===== src/rtl/core/gcr_pkg.sv =====
// gcr_pkg: shared types and constants of the gap cluster range block.
// Used by the channel interfaces, the controller, the datapath and the top level.
`timescale 1ns / 1ps

package gcr_pkg;

    localparam int VIEW_W = 6;
    localparam int GAP_W  = 6;
    localparam int DATA_W = 32;
    localparam int ADDR_W = 3;

    // register index within the configuration space
    localparam logic [0:0] REG_GAP_LIMIT = 1'b0;
    localparam logic [GAP_W-1:0] GAP_RESET = 6'd1;

    typedef logic [VIEW_W-1:0] t_view;
    typedef logic [GAP_W-1:0]  t_gap;

    // controller -> datapath
    typedef struct packed {
        logic record;  // set the bit of the incoming view
        logic start;   // open a scan at view 0
        logic step;    // examine one bitmap position
        logic finish;  // emit the open range, clear the bitmap
    } t_cmd;

    // datapath -> controller
    typedef struct packed {
        logic at_end;    // scan index has passed the last view
        logic need_emit; // current position closes a range
        logic open;      // a range is open
        logic out_free;  // output register can take a new item
    } t_sts;

endpackage


===== src/rtl/core/gcr_view_if.sv =====
// gcr_view_if: input channel carrying one view per item.
// Depends on gcr_pkg for the view type.
`timescale 1ns / 1ps

interface gcr_view_if;
    logic           valid;
    logic           ready;
    gcr_pkg::t_view view;
    logic           last_view;

    modport source (output valid, output view, output last_view, input ready);
    modport sink   (input valid, input view, input last_view, output ready);
endinterface


===== src/rtl/core/gcr_range_if.sv =====
// gcr_range_if: output channel carrying one range per item.
// Depends on gcr_pkg for the view type.
`timescale 1ns / 1ps

interface gcr_range_if;
    logic           valid;
    logic           ready;
    gcr_pkg::t_view range_low;
    gcr_pkg::t_view range_high;
    logic           last_range;

    modport source (output valid, output range_low, output range_high, output last_range,
                    input ready);
    modport sink   (input valid, input range_low, input range_high, input last_range,
                    output ready);
endinterface


===== src/rtl/core/gap_cluster_ranges.sv =====
// gap_cluster_ranges: groups a set of views into ranges of nearby views.
// Uses gcr_pkg, gcr_view_if, gcr_range_if, gcr_ctrl and gcr_dp.
//
// Usage:
//   i_view  carries one view index per item with a last_view flag. Each view
//           sets its bit in an occupancy bitmap; duplicates merge and views at
//           or above VIEW_COUNT are dropped. Loading takes one item per cycle.
//   o_range carries (range_low, range_high, last_range) items in ascending
//           order; last_range marks the final range of the set. A set with no
//           recorded view produces no item.
//   APB     one register, gap_limit at byte address 0 (reset 1): neighboring
//           views whose distance is at most gap_limit share a range.
// Timing: after the item with last_view, i_view.ready drops and the bitmap is
//   scanned one position per cycle, all VIEW_COUNT positions, unless stalled;
//   a finish step then closes the final range and clears the bitmap. A range
//   that is closed during the scan is registered into the output register when
//   the scan steps past the view that closes it; the final range is registered
//   when the scan finishes.
// Stalls: a single output register holds each range; while full and o_range.ready
//   is low, the scan holds where a range closes, and so does the final close.
// Reset (synchronous, active low): clears the bitmap, returns to loading and
//   sets gap_limit to 1.
`timescale 1ns / 1ps

module gap_cluster_ranges #(
    parameter int VIEW_COUNT = 64
) (
    input  logic                          i_clk,
    input  logic                          i_rst_n,
    gcr_view_if.sink                      i_view,
    gcr_range_if.source                   o_range,
    input  logic                          psel,
    input  logic                          penable,
    input  logic                          pwrite,
    input  logic [gcr_pkg::ADDR_W-1:0]    paddr,
    input  logic [gcr_pkg::DATA_W-1:0]    pwdata,
    output logic [gcr_pkg::DATA_W-1:0]    prdata,
    output logic                          pready
);

    gcr_pkg::t_cmd cmd;
    gcr_pkg::t_sts sts;
    gcr_pkg::t_gap r_gap_limit;
    logic          reg_sel;
    logic          cfg_wr;

    // configuration: register index is paddr[2], word aligned
    assign pready  = 1'b1;
    assign reg_sel = (paddr[2] == gcr_pkg::REG_GAP_LIMIT);
    assign cfg_wr  = psel && penable && pwrite && pready;
    assign prdata  = reg_sel ? gcr_pkg::DATA_W'(r_gap_limit) : '0;

    always_ff @(posedge i_clk) begin
        if (!i_rst_n) begin
            r_gap_limit <= gcr_pkg::GAP_RESET;
        end else if (cfg_wr && reg_sel) begin
            r_gap_limit <= pwdata[gcr_pkg::GAP_W-1:0];
        end
    end

    gcr_ctrl u_ctrl (
        .i_clk      (i_clk),
        .i_rst_n    (i_rst_n),
        .i_in_valid (i_view.valid),
        .i_in_last  (i_view.last_view),
        .i_sts      (sts),
        .o_in_ready (i_view.ready),
        .o_cmd      (cmd)
    );

    gcr_dp #(
        .VIEW_COUNT (VIEW_COUNT)
    ) u_dp (
        .i_clk       (i_clk),
        .i_rst_n     (i_rst_n),
        .i_cmd       (cmd),
        .o_sts       (sts),
        .i_gap       (r_gap_limit),
        .i_view      (i_view.view),
        .i_out_ready (o_range.ready),
        .o_out_valid (o_range.valid),
        .o_low       (o_range.range_low),
        .o_high      (o_range.range_high),
        .o_last      (o_range.last_range)
    );

    // at most one scan command per cycle
    a_one_cmd: assert property (@(posedge i_clk) disable iff (!i_rst_n)
        $onehot0({cmd.start, cmd.step, cmd.finish}))
        else $error("more than one scan command in a cycle");

    // a range is only closed into a free output register
    a_emit_free: assert property (@(posedge i_clk) disable iff (!i_rst_n)
        (cmd.step && sts.need_emit) || (cmd.finish && sts.open) |-> sts.out_free)
        else $error("range emitted into a full output register");

    // finishing a scan returns to loading
    a_finish_load: assert property (@(posedge i_clk) disable iff (!i_rst_n)
        cmd.finish |=> i_view.ready && !sts.open)
        else $error("block did not return to loading after a scan");

endmodule


===== src/rtl/core/gcr_ctrl.sv =====
// gcr_ctrl: load/scan state machine of the gap cluster range block.
// Depends on gcr_pkg for the command and status structs.
`timescale 1ns / 1ps

module gcr_ctrl (
    input  logic          i_clk,
    input  logic          i_rst_n,
    input  logic          i_in_valid,
    input  logic          i_in_last,
    input  gcr_pkg::t_sts i_sts,
    output logic          o_in_ready,
    output gcr_pkg::t_cmd o_cmd
);

    localparam logic S_LOAD = 1'b0;
    localparam logic S_SCAN = 1'b1;

    logic r_state;
    logic n_state;

    always_comb begin
        n_state    = r_state;
        o_in_ready = 1'b0;
        o_cmd      = '0;
        case (r_state)
            S_LOAD: begin
                o_in_ready   = 1'b1;
                o_cmd.record = i_in_valid;
                if (i_in_valid && i_in_last) begin
                    o_cmd.start = 1'b1;
                    n_state     = S_SCAN;
                end
            end
            S_SCAN: begin
                if (!i_sts.at_end) begin
                    // hold while a closed range has nowhere to go
                    o_cmd.step = !(i_sts.need_emit && !i_sts.out_free);
                end else if (!(i_sts.open && !i_sts.out_free)) begin
                    o_cmd.finish = 1'b1;
                    n_state      = S_LOAD;
                end
            end
            default: begin
                n_state = S_LOAD;
            end
        endcase
    end

    always_ff @(posedge i_clk) begin
        if (!i_rst_n) begin
            r_state <= S_LOAD;
        end else begin
            r_state <= n_state;
        end
    end

endmodule


===== src/rtl/core/gcr_dp.sv =====
// gcr_dp: occupancy bitmap, scan counter, open range and output register.
// Depends on gcr_pkg; driven by gcr_ctrl through command and status structs.
`timescale 1ns / 1ps

module gcr_dp #(
    parameter int VIEW_COUNT = 64
) (
    input  logic           i_clk,
    input  logic           i_rst_n,
    input  gcr_pkg::t_cmd  i_cmd,
    output gcr_pkg::t_sts  o_sts,
    input  gcr_pkg::t_gap  i_gap,
    input  gcr_pkg::t_view i_view,
    input  logic           i_out_ready,
    output logic           o_out_valid,
    output gcr_pkg::t_view o_low,
    output gcr_pkg::t_view o_high,
    output logic           o_last
);

    localparam int IW = $clog2(VIEW_COUNT);
    localparam int CW = $clog2(VIEW_COUNT + 1);

    logic [VIEW_COUNT-1:0] r_bitmap, n_bitmap;
    logic [CW-1:0]         r_idx, n_idx;
    logic                  r_open, n_open;
    gcr_pkg::t_view        r_lo, n_lo;
    gcr_pkg::t_view        r_hi, n_hi;
    logic                  r_out_valid, n_out_valid;
    gcr_pkg::t_view        r_out_low, n_out_low;
    gcr_pkg::t_view        r_out_high, n_out_high;
    logic                  r_out_last, n_out_last;

    logic                  bit_set;
    gcr_pkg::t_view        cur_view;
    gcr_pkg::t_view        gap_dist;

    assign cur_view = gcr_pkg::VIEW_W'(r_idx[IW-1:0]);
    assign bit_set  = r_bitmap[r_idx[IW-1:0]];
    assign gap_dist = cur_view - r_hi;

    assign o_sts.at_end    = (r_idx == CW'(VIEW_COUNT));
    assign o_sts.need_emit = bit_set && r_open && (gap_dist > i_gap);
    assign o_sts.open      = r_open;
    assign o_sts.out_free  = !r_out_valid || i_out_ready;

    always_comb begin
        n_bitmap    = r_bitmap;
        n_idx       = r_idx;
        n_open      = r_open;
        n_lo        = r_lo;
        n_hi        = r_hi;
        n_out_valid = r_out_valid && !i_out_ready;
        n_out_low   = r_out_low;
        n_out_high  = r_out_high;
        n_out_last  = r_out_last;

        // views at or above VIEW_COUNT shift out of the bitmap and drop
        if (i_cmd.record) begin
            n_bitmap = r_bitmap | (VIEW_COUNT'(1) << i_view);
        end
        if (i_cmd.start) begin
            n_idx  = '0;
            n_open = 1'b0;
        end
        if (i_cmd.step) begin
            n_idx = r_idx + CW'(1);
            if (bit_set) begin
                if (o_sts.need_emit) begin
                    n_out_valid = 1'b1;
                    n_out_low   = r_lo;
                    n_out_high  = r_hi;
                    n_out_last  = 1'b0;
                end
                if (!r_open || o_sts.need_emit) begin
                    n_lo = cur_view;
                end
                n_hi   = cur_view;
                n_open = 1'b1;
            end
        end
        if (i_cmd.finish) begin
            if (r_open) begin
                n_out_valid = 1'b1;
                n_out_low   = r_lo;
                n_out_high  = r_hi;
                n_out_last  = 1'b1;
            end
            n_open   = 1'b0;
            n_bitmap = '0;
        end
    end

    always_ff @(posedge i_clk) begin
        if (!i_rst_n) begin
            r_bitmap    <= '0;
            r_idx       <= '0;
            r_open      <= 1'b0;
            r_out_valid <= 1'b0;
        end else begin
            r_bitmap    <= n_bitmap;
            r_idx       <= n_idx;
            r_open      <= n_open;
            r_out_valid <= n_out_valid;
        end
    end

    always_ff @(posedge i_clk) begin
        r_lo       <= n_lo;
        r_hi       <= n_hi;
        r_out_low  <= n_out_low;
        r_out_high <= n_out_high;
        r_out_last <= n_out_last;
    end

    assign o_out_valid = r_out_valid;
    assign o_low       = r_out_low;
    assign o_high      = r_out_high;
    assign o_last      = r_out_last;

endmodule

===== src/flat_wrapper.sv =====
// flat-port wrapper written by rule: the top's interface ports become plain ports
module gap_cluster_ranges_flat 
#(
    parameter int VIEW_COUNT = 64
)
  (i_clk, i_rst_n, psel, penable, pwrite, paddr, pwdata, prdata, pready, i_view_valid, i_view_view, i_view_last_view, i_view_ready, o_range_valid, o_range_range_low, o_range_range_high, o_range_last_range, o_range_ready);
  gcr_view_if i_view_i ();
  gcr_range_if o_range_i ();
  input  logic i_clk;
  input  logic i_rst_n;
  input  logic psel;
  input  logic penable;
  input  logic pwrite;
  input  logic [gcr_pkg::ADDR_W-1:0] paddr;
  input  logic [gcr_pkg::DATA_W-1:0] pwdata;
  output logic [gcr_pkg::DATA_W-1:0] prdata;
  output logic pready;
  input wire logic [$bits(i_view_i.valid)-1:0] i_view_valid;
  input wire logic [$bits(i_view_i.view)-1:0] i_view_view;
  input wire logic [$bits(i_view_i.last_view)-1:0] i_view_last_view;
  output wire logic [$bits(i_view_i.ready)-1:0] i_view_ready;
  output wire logic [$bits(o_range_i.valid)-1:0] o_range_valid;
  output wire logic [$bits(o_range_i.range_low)-1:0] o_range_range_low;
  output wire logic [$bits(o_range_i.range_high)-1:0] o_range_range_high;
  output wire logic [$bits(o_range_i.last_range)-1:0] o_range_last_range;
  input wire logic [$bits(o_range_i.ready)-1:0] o_range_ready;
  assign i_view_i.valid = i_view_valid;
  assign i_view_i.view = i_view_view;
  assign i_view_i.last_view = i_view_last_view;
  assign i_view_ready = i_view_i.ready;
  assign o_range_valid = o_range_i.valid;
  assign o_range_range_low = o_range_i.range_low;
  assign o_range_range_high = o_range_i.range_high;
  assign o_range_last_range = o_range_i.last_range;
  assign o_range_i.ready = o_range_ready;
  gap_cluster_ranges #(.VIEW_COUNT(VIEW_COUNT)) u_core (.i_clk(i_clk), .i_rst_n(i_rst_n), .i_view(i_view_i), .o_range(o_range_i), .psel(psel), .penable(penable), .pwrite(pwrite), .paddr(paddr), .pwdata(pwdata), .prdata(prdata), .pready(pready));
endmodule

===== config.mk =====
export PLATFORM = sky130hd
export DESIGN_NAME = gap_cluster_ranges_flat
export DESIGN_NICKNAME = d
export VERILOG_FILES = /design/src/rtl/core/gcr_pkg.sv /design/src/rtl/core/gcr_view_if.sv /design/src/rtl/core/gcr_range_if.sv /design/src/rtl/core/gap_cluster_ranges.sv /design/src/rtl/core/gcr_ctrl.sv /design/src/rtl/core/gcr_dp.sv /design/src/flat_wrapper.sv
export SDC_FILE = /design/constraint.sdc
export NUM_CORES = 1
export LEC_CHECK = 0
export ABC_AREA = 1
export BUFFER_PORTS_ARGS = -buffer_cell sky130_fd_sc_hd__buf_2
export CORE_ASPECT_RATIO = 0.9
export CORE_UTILIZATION = 56
export DETAILED_ROUTE_END_ITERATION = 8
export GPL_TIMING_DRIVEN = 0
export PLACE_DENSITY = 0.8
export SYNTH_ARGS = -nofsm -noshare
export SYNTH_HDL_FRONTEND = slang
export SYNTH_HIERARCHICAL = 1
export SYNTH_SLANG_ARGS = --single-unit

===== constraint.sdc =====
create_clock -name i_clk -period 5.4 [get_ports i_clk]
set_input_delay 0.27 -clock i_clk [delete_from_list [all_inputs] [get_ports i_clk]]
set_output_delay 0.27 -clock i_clk [all_outputs]
set_load 0.01 [all_outputs]

Yosys cells after proc, flatten, opt, wreduce, memory -nomap -nowiden
Index checks and enable logic that the tools add are counted.
{"block": "classes", "addsub": 2, "order_cmp": 2, "eq_ne": 1, "shift": 1, "mux": 38, "n_bitwise": 4, "n_reduce_logical": 20}
{"operator": "two-way mux 6 bit", "n": 11}
{"operator": "OR 64 bit", "n": 1}
{"operator": "<< shifter 1 x 6 -> 64 bit (first input constant)", "n": 1}
{"operator": "two-way mux 1 bit", "n": 21}
{"operator": "two-way mux 7 bit", "n": 2}
{"operator": "logical AND 1 bit", "n": 9}
{"operator": "adder 7 x 1 -> 7 bit (second input constant)", "n": 1}
{"operator": "== test 7 bit (second input constant)", "n": 1}
{"operator": "< comparator 6 x 7 -> 1 bit (second input constant)", "n": 1}
{"operator": "binary-select mux 1 bit (select 6 bit)", "n": 1}
{"operator": "greater-than comparator 6 bit", "n": 1}
{"operator": "subtractor 6 bit", "n": 1}
{"operator": "zero test 1 bit", "n": 5}
{"operator": "two-way mux 2 bit", "n": 2}
{"operator": "NOT 1 bit", "n": 3}
{"operator": "AND reduction 3 bit", "n": 1}
{"operator": "logical OR 1 bit", "n": 2}
{"operator": "case mux 1 bit (2 select lines)", "n": 1}
{"operator": "AND reduction 2 bit", "n": 1}
{"operator": "nonzero test 2 bit", "n": 1}
{"operator": "OR reduction 2 bit", "n": 1}
{"block": "word_totals", "reg_bits": 105, "input_bits": 49, "out_inout_bits": 48, "wordCells": 79}

Logic depth before layout (Yosys ltp)
Gate-level depths: netlist of run 1.
{"block": "logic_depth", "ltp_word": 11, "mapped_depth": 27, "ltp_nobuf": 24}

Hierarchy
The synthesis of run 1 kept the hierarchy.
{"mod": "gcr_dp", "n_inst": 1, "cells_per_inst": 631, "area_per_inst_um2": 4575.6, "seq_area_each_um2": 2082.0}
{"mod": "gap_cluster_ranges", "n_inst": 1, "cells_per_inst": 83, "area_per_inst_um2": 593.1, "seq_area_each_um2": 120.1}
{"mod": "gcr_ctrl", "n_inst": 1, "cells_per_inst": 14, "area_per_inst_um2": 87.6, "seq_area_each_um2": 20.0}

Worst setup path before layout of run 1
Ideal clock, no wire load.
{"block": "synth_timing", "path_kind": "register to register", "startpoint": "register u_core.u_dp.r_idx[0]", "endpoint": "register u_core.u_dp.r_lo[0] (enable)", "setup_time_ns": 0.363, "arrival_ns": 3.491, "required_time_ns": 5.037, "setup_slack_ns": 1.546, "path_stages_with_launch": 22, "path_buffers": 3, "synth_period_minus_slack_ns": 3.854, "cell_sequence": "dfxtp_1 > buf_6 > inv_4 > buf_4 > ha_1 > inv_1 > fa_1 > a21oi_1 > o21ai_0 > xor2_1 > ha_1 > nand2_1 > nor2_1 > o21ai_0 > o211ai_1 > and3_1 > nand3_1 > inv_1 > a211oi_2 > clkbuf_1 > nand3_1 > a21oi_1"}
{"item": "start, declared", "line_no": "gcr_dp.sv:25", "rtl": "logic [CW-1:0] r_idx, n_idx;"}
{"item": "start signal, assigned", "line_no": "gcr_dp.sv:102", "rtl": "r_idx <= n_idx;"}
{"item": "end signal, assigned", "line_no": "gcr_dp.sv:109", "rtl": "r_lo <= n_lo;"}
{"item": "end, declared", "line_no": "gcr_dp.sv:27", "rtl": "gcr_pkg::t_view r_lo, n_lo;"}

==> results.json, run 1 <==
{
  "path_class": "flop to flop",
  "via_per_inst": 5.36,
  "fmax_mhz": 217,
  "p_seq_share_pct": 56.6,
  "skew_ps": 14.0,
  "period_needed_ps": 4610,
  "multi_input_area_um2": 2400,
  "ios": 97,
  "gr-usage-all-layers_pct": 27.7,
  "dp_hpwl_um": 9820,
  "clk_path_buf_depth": 2,
  "ys_seq_area_share_pct": 42.3,
  "final_layout_size_suffix_gt1_share_pct": 15.4,
  "synth_flop_cell": "dfxtp_1",
  "setup_viol": 0,
  "diodes": 0,
  "p_comb_share_pct": 11.4,
  "overflow": 0,
  "antenna_found_initial": 0,
  "cts_hold_buffers": 0,
  "syn_avg_cell_area_um2": 7.22,
  "grt_pass1_wl_um": 21100,
  "synthCells": 728,
  "crit_path_start_kind": "flop",
  "die_w_um": 104,
  "nFillCells": 818,
  "end_kind": "flop",
  "power_mw": 1.41,
  "worst_pin_slew_ps": 711,
  "drc": 0,
  "portBuffers": 38,
  "worst_path_max_delay_cell": "a21oi_1",
  "crit_fanout": 11,
  "wl_um": 13200,
  "vdd_drop_max_mv": 0.168,
  "p_clk_share_pct": 32.0,
  "min_path_type": "input port to flop",
  "cts_sinks": 105,
  "cts_buffers": 9,
  "slew_violations": 0,
  "maxCapViolations": 0,
  "grt_max_degree": 20,
  "worstPathArrival_ps": 4620,
  "synthDistinctLibCells": 38,
  "cts_root_buf": "clkbuf_8",
  "num_vias": 4982,
  "hold_viol_final": 0,
  "crit_chain": "buf_6, inv_4, buf_4, ha_1, inv_1, fa_1, a21oi_1, o21ai_0, xor2_1, ha_1, nand2_1, nor2_1, o21ai_0, o211ai_1, and3_1, nand3_1, inv_1, a211oi_2, clkbuf_1, nand3_1, a21oi_1",
  "seq_area_um2": 2220,
  "timing.slew.headroom_pct": 52.6,
  "wire_per_inst_um": 14.2,
  "critPathRequiredTime_ps": 5410,
  "crit_path_max_incr_delay_ps": 560,
  "p_leak_nw": 2.62,
  "clk_pin_slew_worst_paths_ps": 110,
  "syn_to_final_growth_pct": 11.7,
  "clkLatencyLatePin_ps": 380,
  "fin_nets": 865,
  "p_switching_uw": 390,
  "die_h_um": 93.9,
  "async_flop_share_pct": 0,
  "cts_tree": "done",
  "cts_setup_buffers": 0,
  "synth_area_um2": 5260,
  "core_um2": 9130,
  "p_int_mw": 1.02,
  "p_sw_share_pct": 27.6,
  "placementRows": 33,
  "min_period_over_period_pct": 85.3,
  "rsz0062_at_grt": "false",
  "grt_pass1_vias": 4567,
  "htree_levels": 3,
  "drtIter0Drc": 435,
  "initial_utilization_pct": 57.6,
  "finalSetupTns_ps": 0,
  "ys_seq_elements": 105,
  "p_per_area_nw_per_um2": 240,
  "synth_edf_count": 12,
  "gp_congestion": 1.05,
  "die-area_um2": 9780,
  "firstDrtPassIters": 8,
  "ys_warn_count": 6,
  "drtAntennaViolNets": 0,
  "ff2ff_setup_slack_ps": 790,
  "cts_resized": 0,
  "status": "complete, no violations"
}
power groups by stage:
stage	Sequential, mW	Clock, mW	Combinational, mW
global route	0.800	0.495	0.174
global placement	0.816	0	0.153
CTS	0.799	0.460	0.157
floorplan	0.815	0	0.111
finish	0.799	0.452	0.161
detailed placement	0.817	0	0.156
cells by family after synthesis:
| kind of cell | after synthesis | synth area share [%] |
|---|---|---|
| simple gates | 355 | 29.4 |
| flops | 105 | 42.3 |
| other cells | 2 | 0.143 |
| fa+ha+maj | 14 | 3.48 |
| compound gates | 100 | 10.1 |
| buf+inv | 148 | 13.9 |
| xor+xnor | 4 | 0.666 |
per-layer routing:
layer	track usage, %	part of all wire, %	vias to the layer above
met5	0	0	-
li1	-	-	2397
met4	13.2	3.3	0
met2	48.1	47	259
met1	32.2	40	2273
met3	6.93	9.4	53
registers in the layout (all words and copies together), names as in the netlist:
name,flops
u_core/u_dp/o_out_valid,1
u_core/u_dp/o_low,6
u_core/u_dp/o_last,1
u_core/u_dp/r_bitmap,64
u_core/u_dp/r_idx,7
u_core/u_dp/r_lo,6
u_core/u_ctrl/r_state,1
u_core/u_dp/r_hi,6
u_core/u_dp/o_high,6
u_core/u_dp/r_open,1
u_core/r_gap_limit,6
critical path: cells and delay by family, from the launching register on:
| family | cells | cell delay (ps) |
|---|---|---|
| simple gates | 5 | 680 |
| compound gates | 6 | 1240 |
| xor+xnor | 1 | 150 |
| buf+inv | 6 | 930 |
| flops | 1 | 360 |
| fa+ha+maj | 3 | 850 |
final timing paths:
check | startpoint | to | cells past startpoint
worst max-delay path | u_core/u_dp/r_idx[0] | u_core/u_dp/r_lo[3] | 21
worst min register to register | u_core/u_dp/r_lo[3] | u_core/u_dp/o_low[3] | 2
worst max register to register | u_core/u_dp/r_idx[0] | u_core/u_dp/r_lo[3] | 21
worst min-delay path | pwdata[0] | u_core/r_gap_limit[0] | 3
cells in the final DEF (no fill, tap or decap), drive strengths merged:
cell | Yosys | final
a211oi | 3 | 3
a21oi | 81 | 81
and3 | 1 | 1
buf | 45 | 83
clkbuf | 18 | 28
clkinv | 0 | 1
clkinvlp | 0 | 1
conb | 2 | 27
dfxtp | 93 | 93
edfxtp | 12 | 12
fa | 1 | 1
ha | 13 | 13
inv | 85 | 89
nand2 | 166 | 166
nand3 | 71 | 71
nand4 | 4 | 4
nor2 | 103 | 103
nor3 | 8 | 8
nor4 | 1 | 1
o211ai | 4 | 4
o21ai | 10 | 10
o22ai | 1 | 1
o311ai | 1 | 1
or2 | 1 | 1
xor2 | 4 | 4
synth_stat cells (2+ instances only):
library cell / n / area share, %
nand4_1: 3 / 0.36
edfxtp_1: 12 / 6.9
dfxtp_1: 93 / 35
inv_4: 3 / 0.36
nand3_2: 2 / 0.38
nand3_1: 69 / 6.6
o211ai_1: 4 / 0.57
conb_1: 2 / 0.14
nor2_1: 90 / 6.4
o21ai_0: 7 / 0.67
inv_2: 2 / 0.14
nor2_2: 11 / 1.3
xor2_1: 4 / 0.67
buf_2: 6 / 0.57
nor3_1: 8 / 0.76
clkbuf_1: 18 / 1.3
buf_1: 2 / 0.14
buf_6: 6 / 1.3
a21oi_1: 80 / 7.6
ha_1: 13 / 3.1
nand2_1: 162 / 12
nand2_2: 2 / 0.24
a211oi_1: 2 / 0.29
buf_4: 31 / 4.4
o21ai_1: 3 / 0.29
inv_1: 80 / 5.7
nand2_4: 2 / 0.43
area by class of cell:
type / instances / share of cell area [%]
Sequential cell: 105 / 37.8
Clock inverter: 6 / 0.874
Inverter: 85 / 5.56
Timing Repair Buffer: 38 / 3.24
Clock buffer: 10 / 2.17
Multi-Input combinational cell: 500 / 40.8
Tap cell: 122 / 2.60
Buffer: 63 / 6.90
stage by stage:
stage                     util [%]  instance area [um2]  hold slack [ps]  setup slack [ps]  std cells
after floorplan                  -                 5350              355              1550        753
after global placement        62.4                 5690              424              1060        913
after detailed placement      62.4                 5690              427               897        913
after CTS                     64.3                 5870              114               867        929
after global routing          64.3                 5870              141               469        929
final                         64.3                 5870              112               792        929
Power figures use the tool's default switching activity.
==> run 2: changes to the inputs <==
GPL_TIMING_DRIVEN = default   (was 0)
==> results.json, run 2 (synthesized netlist as in run 1, its figures left out) <==
{
  "largest_register_ffs": 64,
  "multi_input_area_um2": 2400,
  "layout_commonest_cell": "nand2_1",
  "final_layout_size_suffix_gt1_share_pct": 11.7,
  "gp_congestion": 0.856,
  "antenna_found_initial": 0,
  "finalSetupTns_ps": 0,
  "wire_per_inst_um": 13.2,
  "drc": 0,
  "grt_pass1_wl_um": 18700,
  "cts_root_buf": "clkbuf_8",
  "min_period_over_period_pct": 82.1,
  "path_class": "flop to flop",
  "placement.cell_area_um2": 5330,
  "skew_ps": 14.7,
  "die_h_um": 93.9,
  "portBuffers": 41,
  "initial_utilization_pct": 57.6,
  "fin_cells": 872,
  "die_w_um": 104,
  "crit_fanout": 15,
  "slew_violations": 0,
  "htree_levels": 3,
  "min_path_type": "input port to flop",
  "via_per_inst": 5.27,
  "drtIter0Drc": 334,
  "status": "complete, no violations",
  "fin_area_um2": 5510,
  "seq_area_um2": 2220,
  "worstPathArrival_ps": 4440,
  "mostFrequentLayoutCells": "162 x nand2_1, 93 x dfxtp_1, 89 x nor2_1",
  "fin_nets": 808,
  "core_um2": 9130,
  "min-delay-start": "pwdata[0]",
  "period_needed_ps": 4430,
  "cts_setup_buffers": 0,
  "num_vias": 4596,
  "crit_path_start_kind": "flop",
  "placed_cells": 856,
  "cp-startpoint": "u_core/u_dp/r_idx[2]",
  "firstDrtPassIters": 5,
  "placementRows": 33,
  "overflow": 0,
  "p_leak_nw": 2.40,
  "rsz0062_at_grt": "false",
  "gr-usage-all-layers_pct": 24.2,
  "worst_pin_slew_ps": 1220,
  "setup_viol": 0,
  "cts_tree": "done",
  "clk_path_buf_depth": 2,
  "vdd_drop_max_mv": 0.136,
  "cts_buffers": 9,
  "cts_hold_buffers": 0,
  "cts_sinks": 105,
  "end_kind": "flop",
  "drtAntennaViolNets": 0,
  "grt_max_degree": 66,
  "nFillCells": 855,
  "critPathRequiredTime_ps": 5400,
  "cts_resized": 0,
  "p_per_area_nw_per_um2": 249,
  "clk_pin_slew_worst_paths_ps": 90,
  "fmax_mhz": 225,
  "dp_hpwl_um": 7810,
  "reg.largest.list": "u_core/u_dp/r_bitmap x64, u_core/u_dp/r_idx x7",
  "ios": 97,
  "grt_pass1_vias": 4060,
  "regMostFlops": "u_core/u_dp/r_bitmap",
  "syn_to_final_growth_pct": 4.76,
  "clkLatencyLatePin_ps": 370,
  "diodes": 0,
  "wl_um": 11500,
  "hold_viol_final": 0,
  "timing.rr.start": "u_core/u_dp/r_idx[2]",
  "die-area_um2": 9780,
  "maxCapViolations": 0,
  "timing.slew.headroom_pct": 18.8
}
[run 2: cell types whose count changed in the layout (fill, tap and decap cells not counted), sizes merged]
cell	change
clkbuf	-19
clkinv	+4
inv	-2
clkinvlp	-1
buf	-39
[run 2: per-layer routing]
layer  vias up  track usage, %  routed length, um
met3        31            4.92                872
met2       206            40.6               5340
li1       2281               -                  -
met5         -               0                  0
met1      2078            30.5               5020
met4         0            9.88                286
[run 2: where the power goes]
group / internal, mW / total, mW / switching, mW
Clock: 0.173 / 0.446 / 0.274
Sequential: 0.794 / 0.798 / 0.00452
Combinational: 0.0323 / 0.128 / 0.0952
[run 2: final timing paths]
check | end | slack (ps) | cells past startpoint
min | u_core/r_gap_limit[0] | 120 | 3
max | u_core/u_dp/r_lo[3] | 970 | 18
min reg2reg | u_core/u_dp/o_low[1] | 450 | 2
max reg2reg | u_core/u_dp/r_lo[3] | 970 | 18
[run 2: layout make-up]
class / instances / share of cell area (%)
clock buffer: 9 / 2.25
clock inverter: 7 / 1.00
inverter: 85 / 5.93
multi-input combinational: 500 / 43.6
sequential: 105 / 40.4
tap: 122 / 2.77
timing repair buffer: 44 / 4.14
[run 2: stage by stage]
step	worst slack (ps)	hold WS, ps	utilization (%)	power (mW)
6_report	965	121	60.3	1.37
5_1_grt	612	144	60.3	1.42
4_1_cts	1020	111	60.3	1.38
3_5_place_dp	1050	441	58.4	0.941
3_3_place_gp	1180	424	58.4	0.937
2_1_floorplan	1550	355	-	0.927
[run 2: critical path: stages (launching register included)]
cell and delay [ps]:
dfxtp_1 700, ha_1 380, a21oi_1 220, nand2_1 70
nand2_1 80, nand2_1 60, a21oi_1 150, xor2_1 160
ha_1 260, nand2_1 90, nor2_1 50, o21ai_0 70
o211ai_1 110, and3_1 210, nand3_1 120, inv_1 60
a211oi_2 550, nand3_1 210, a21oi_1 520
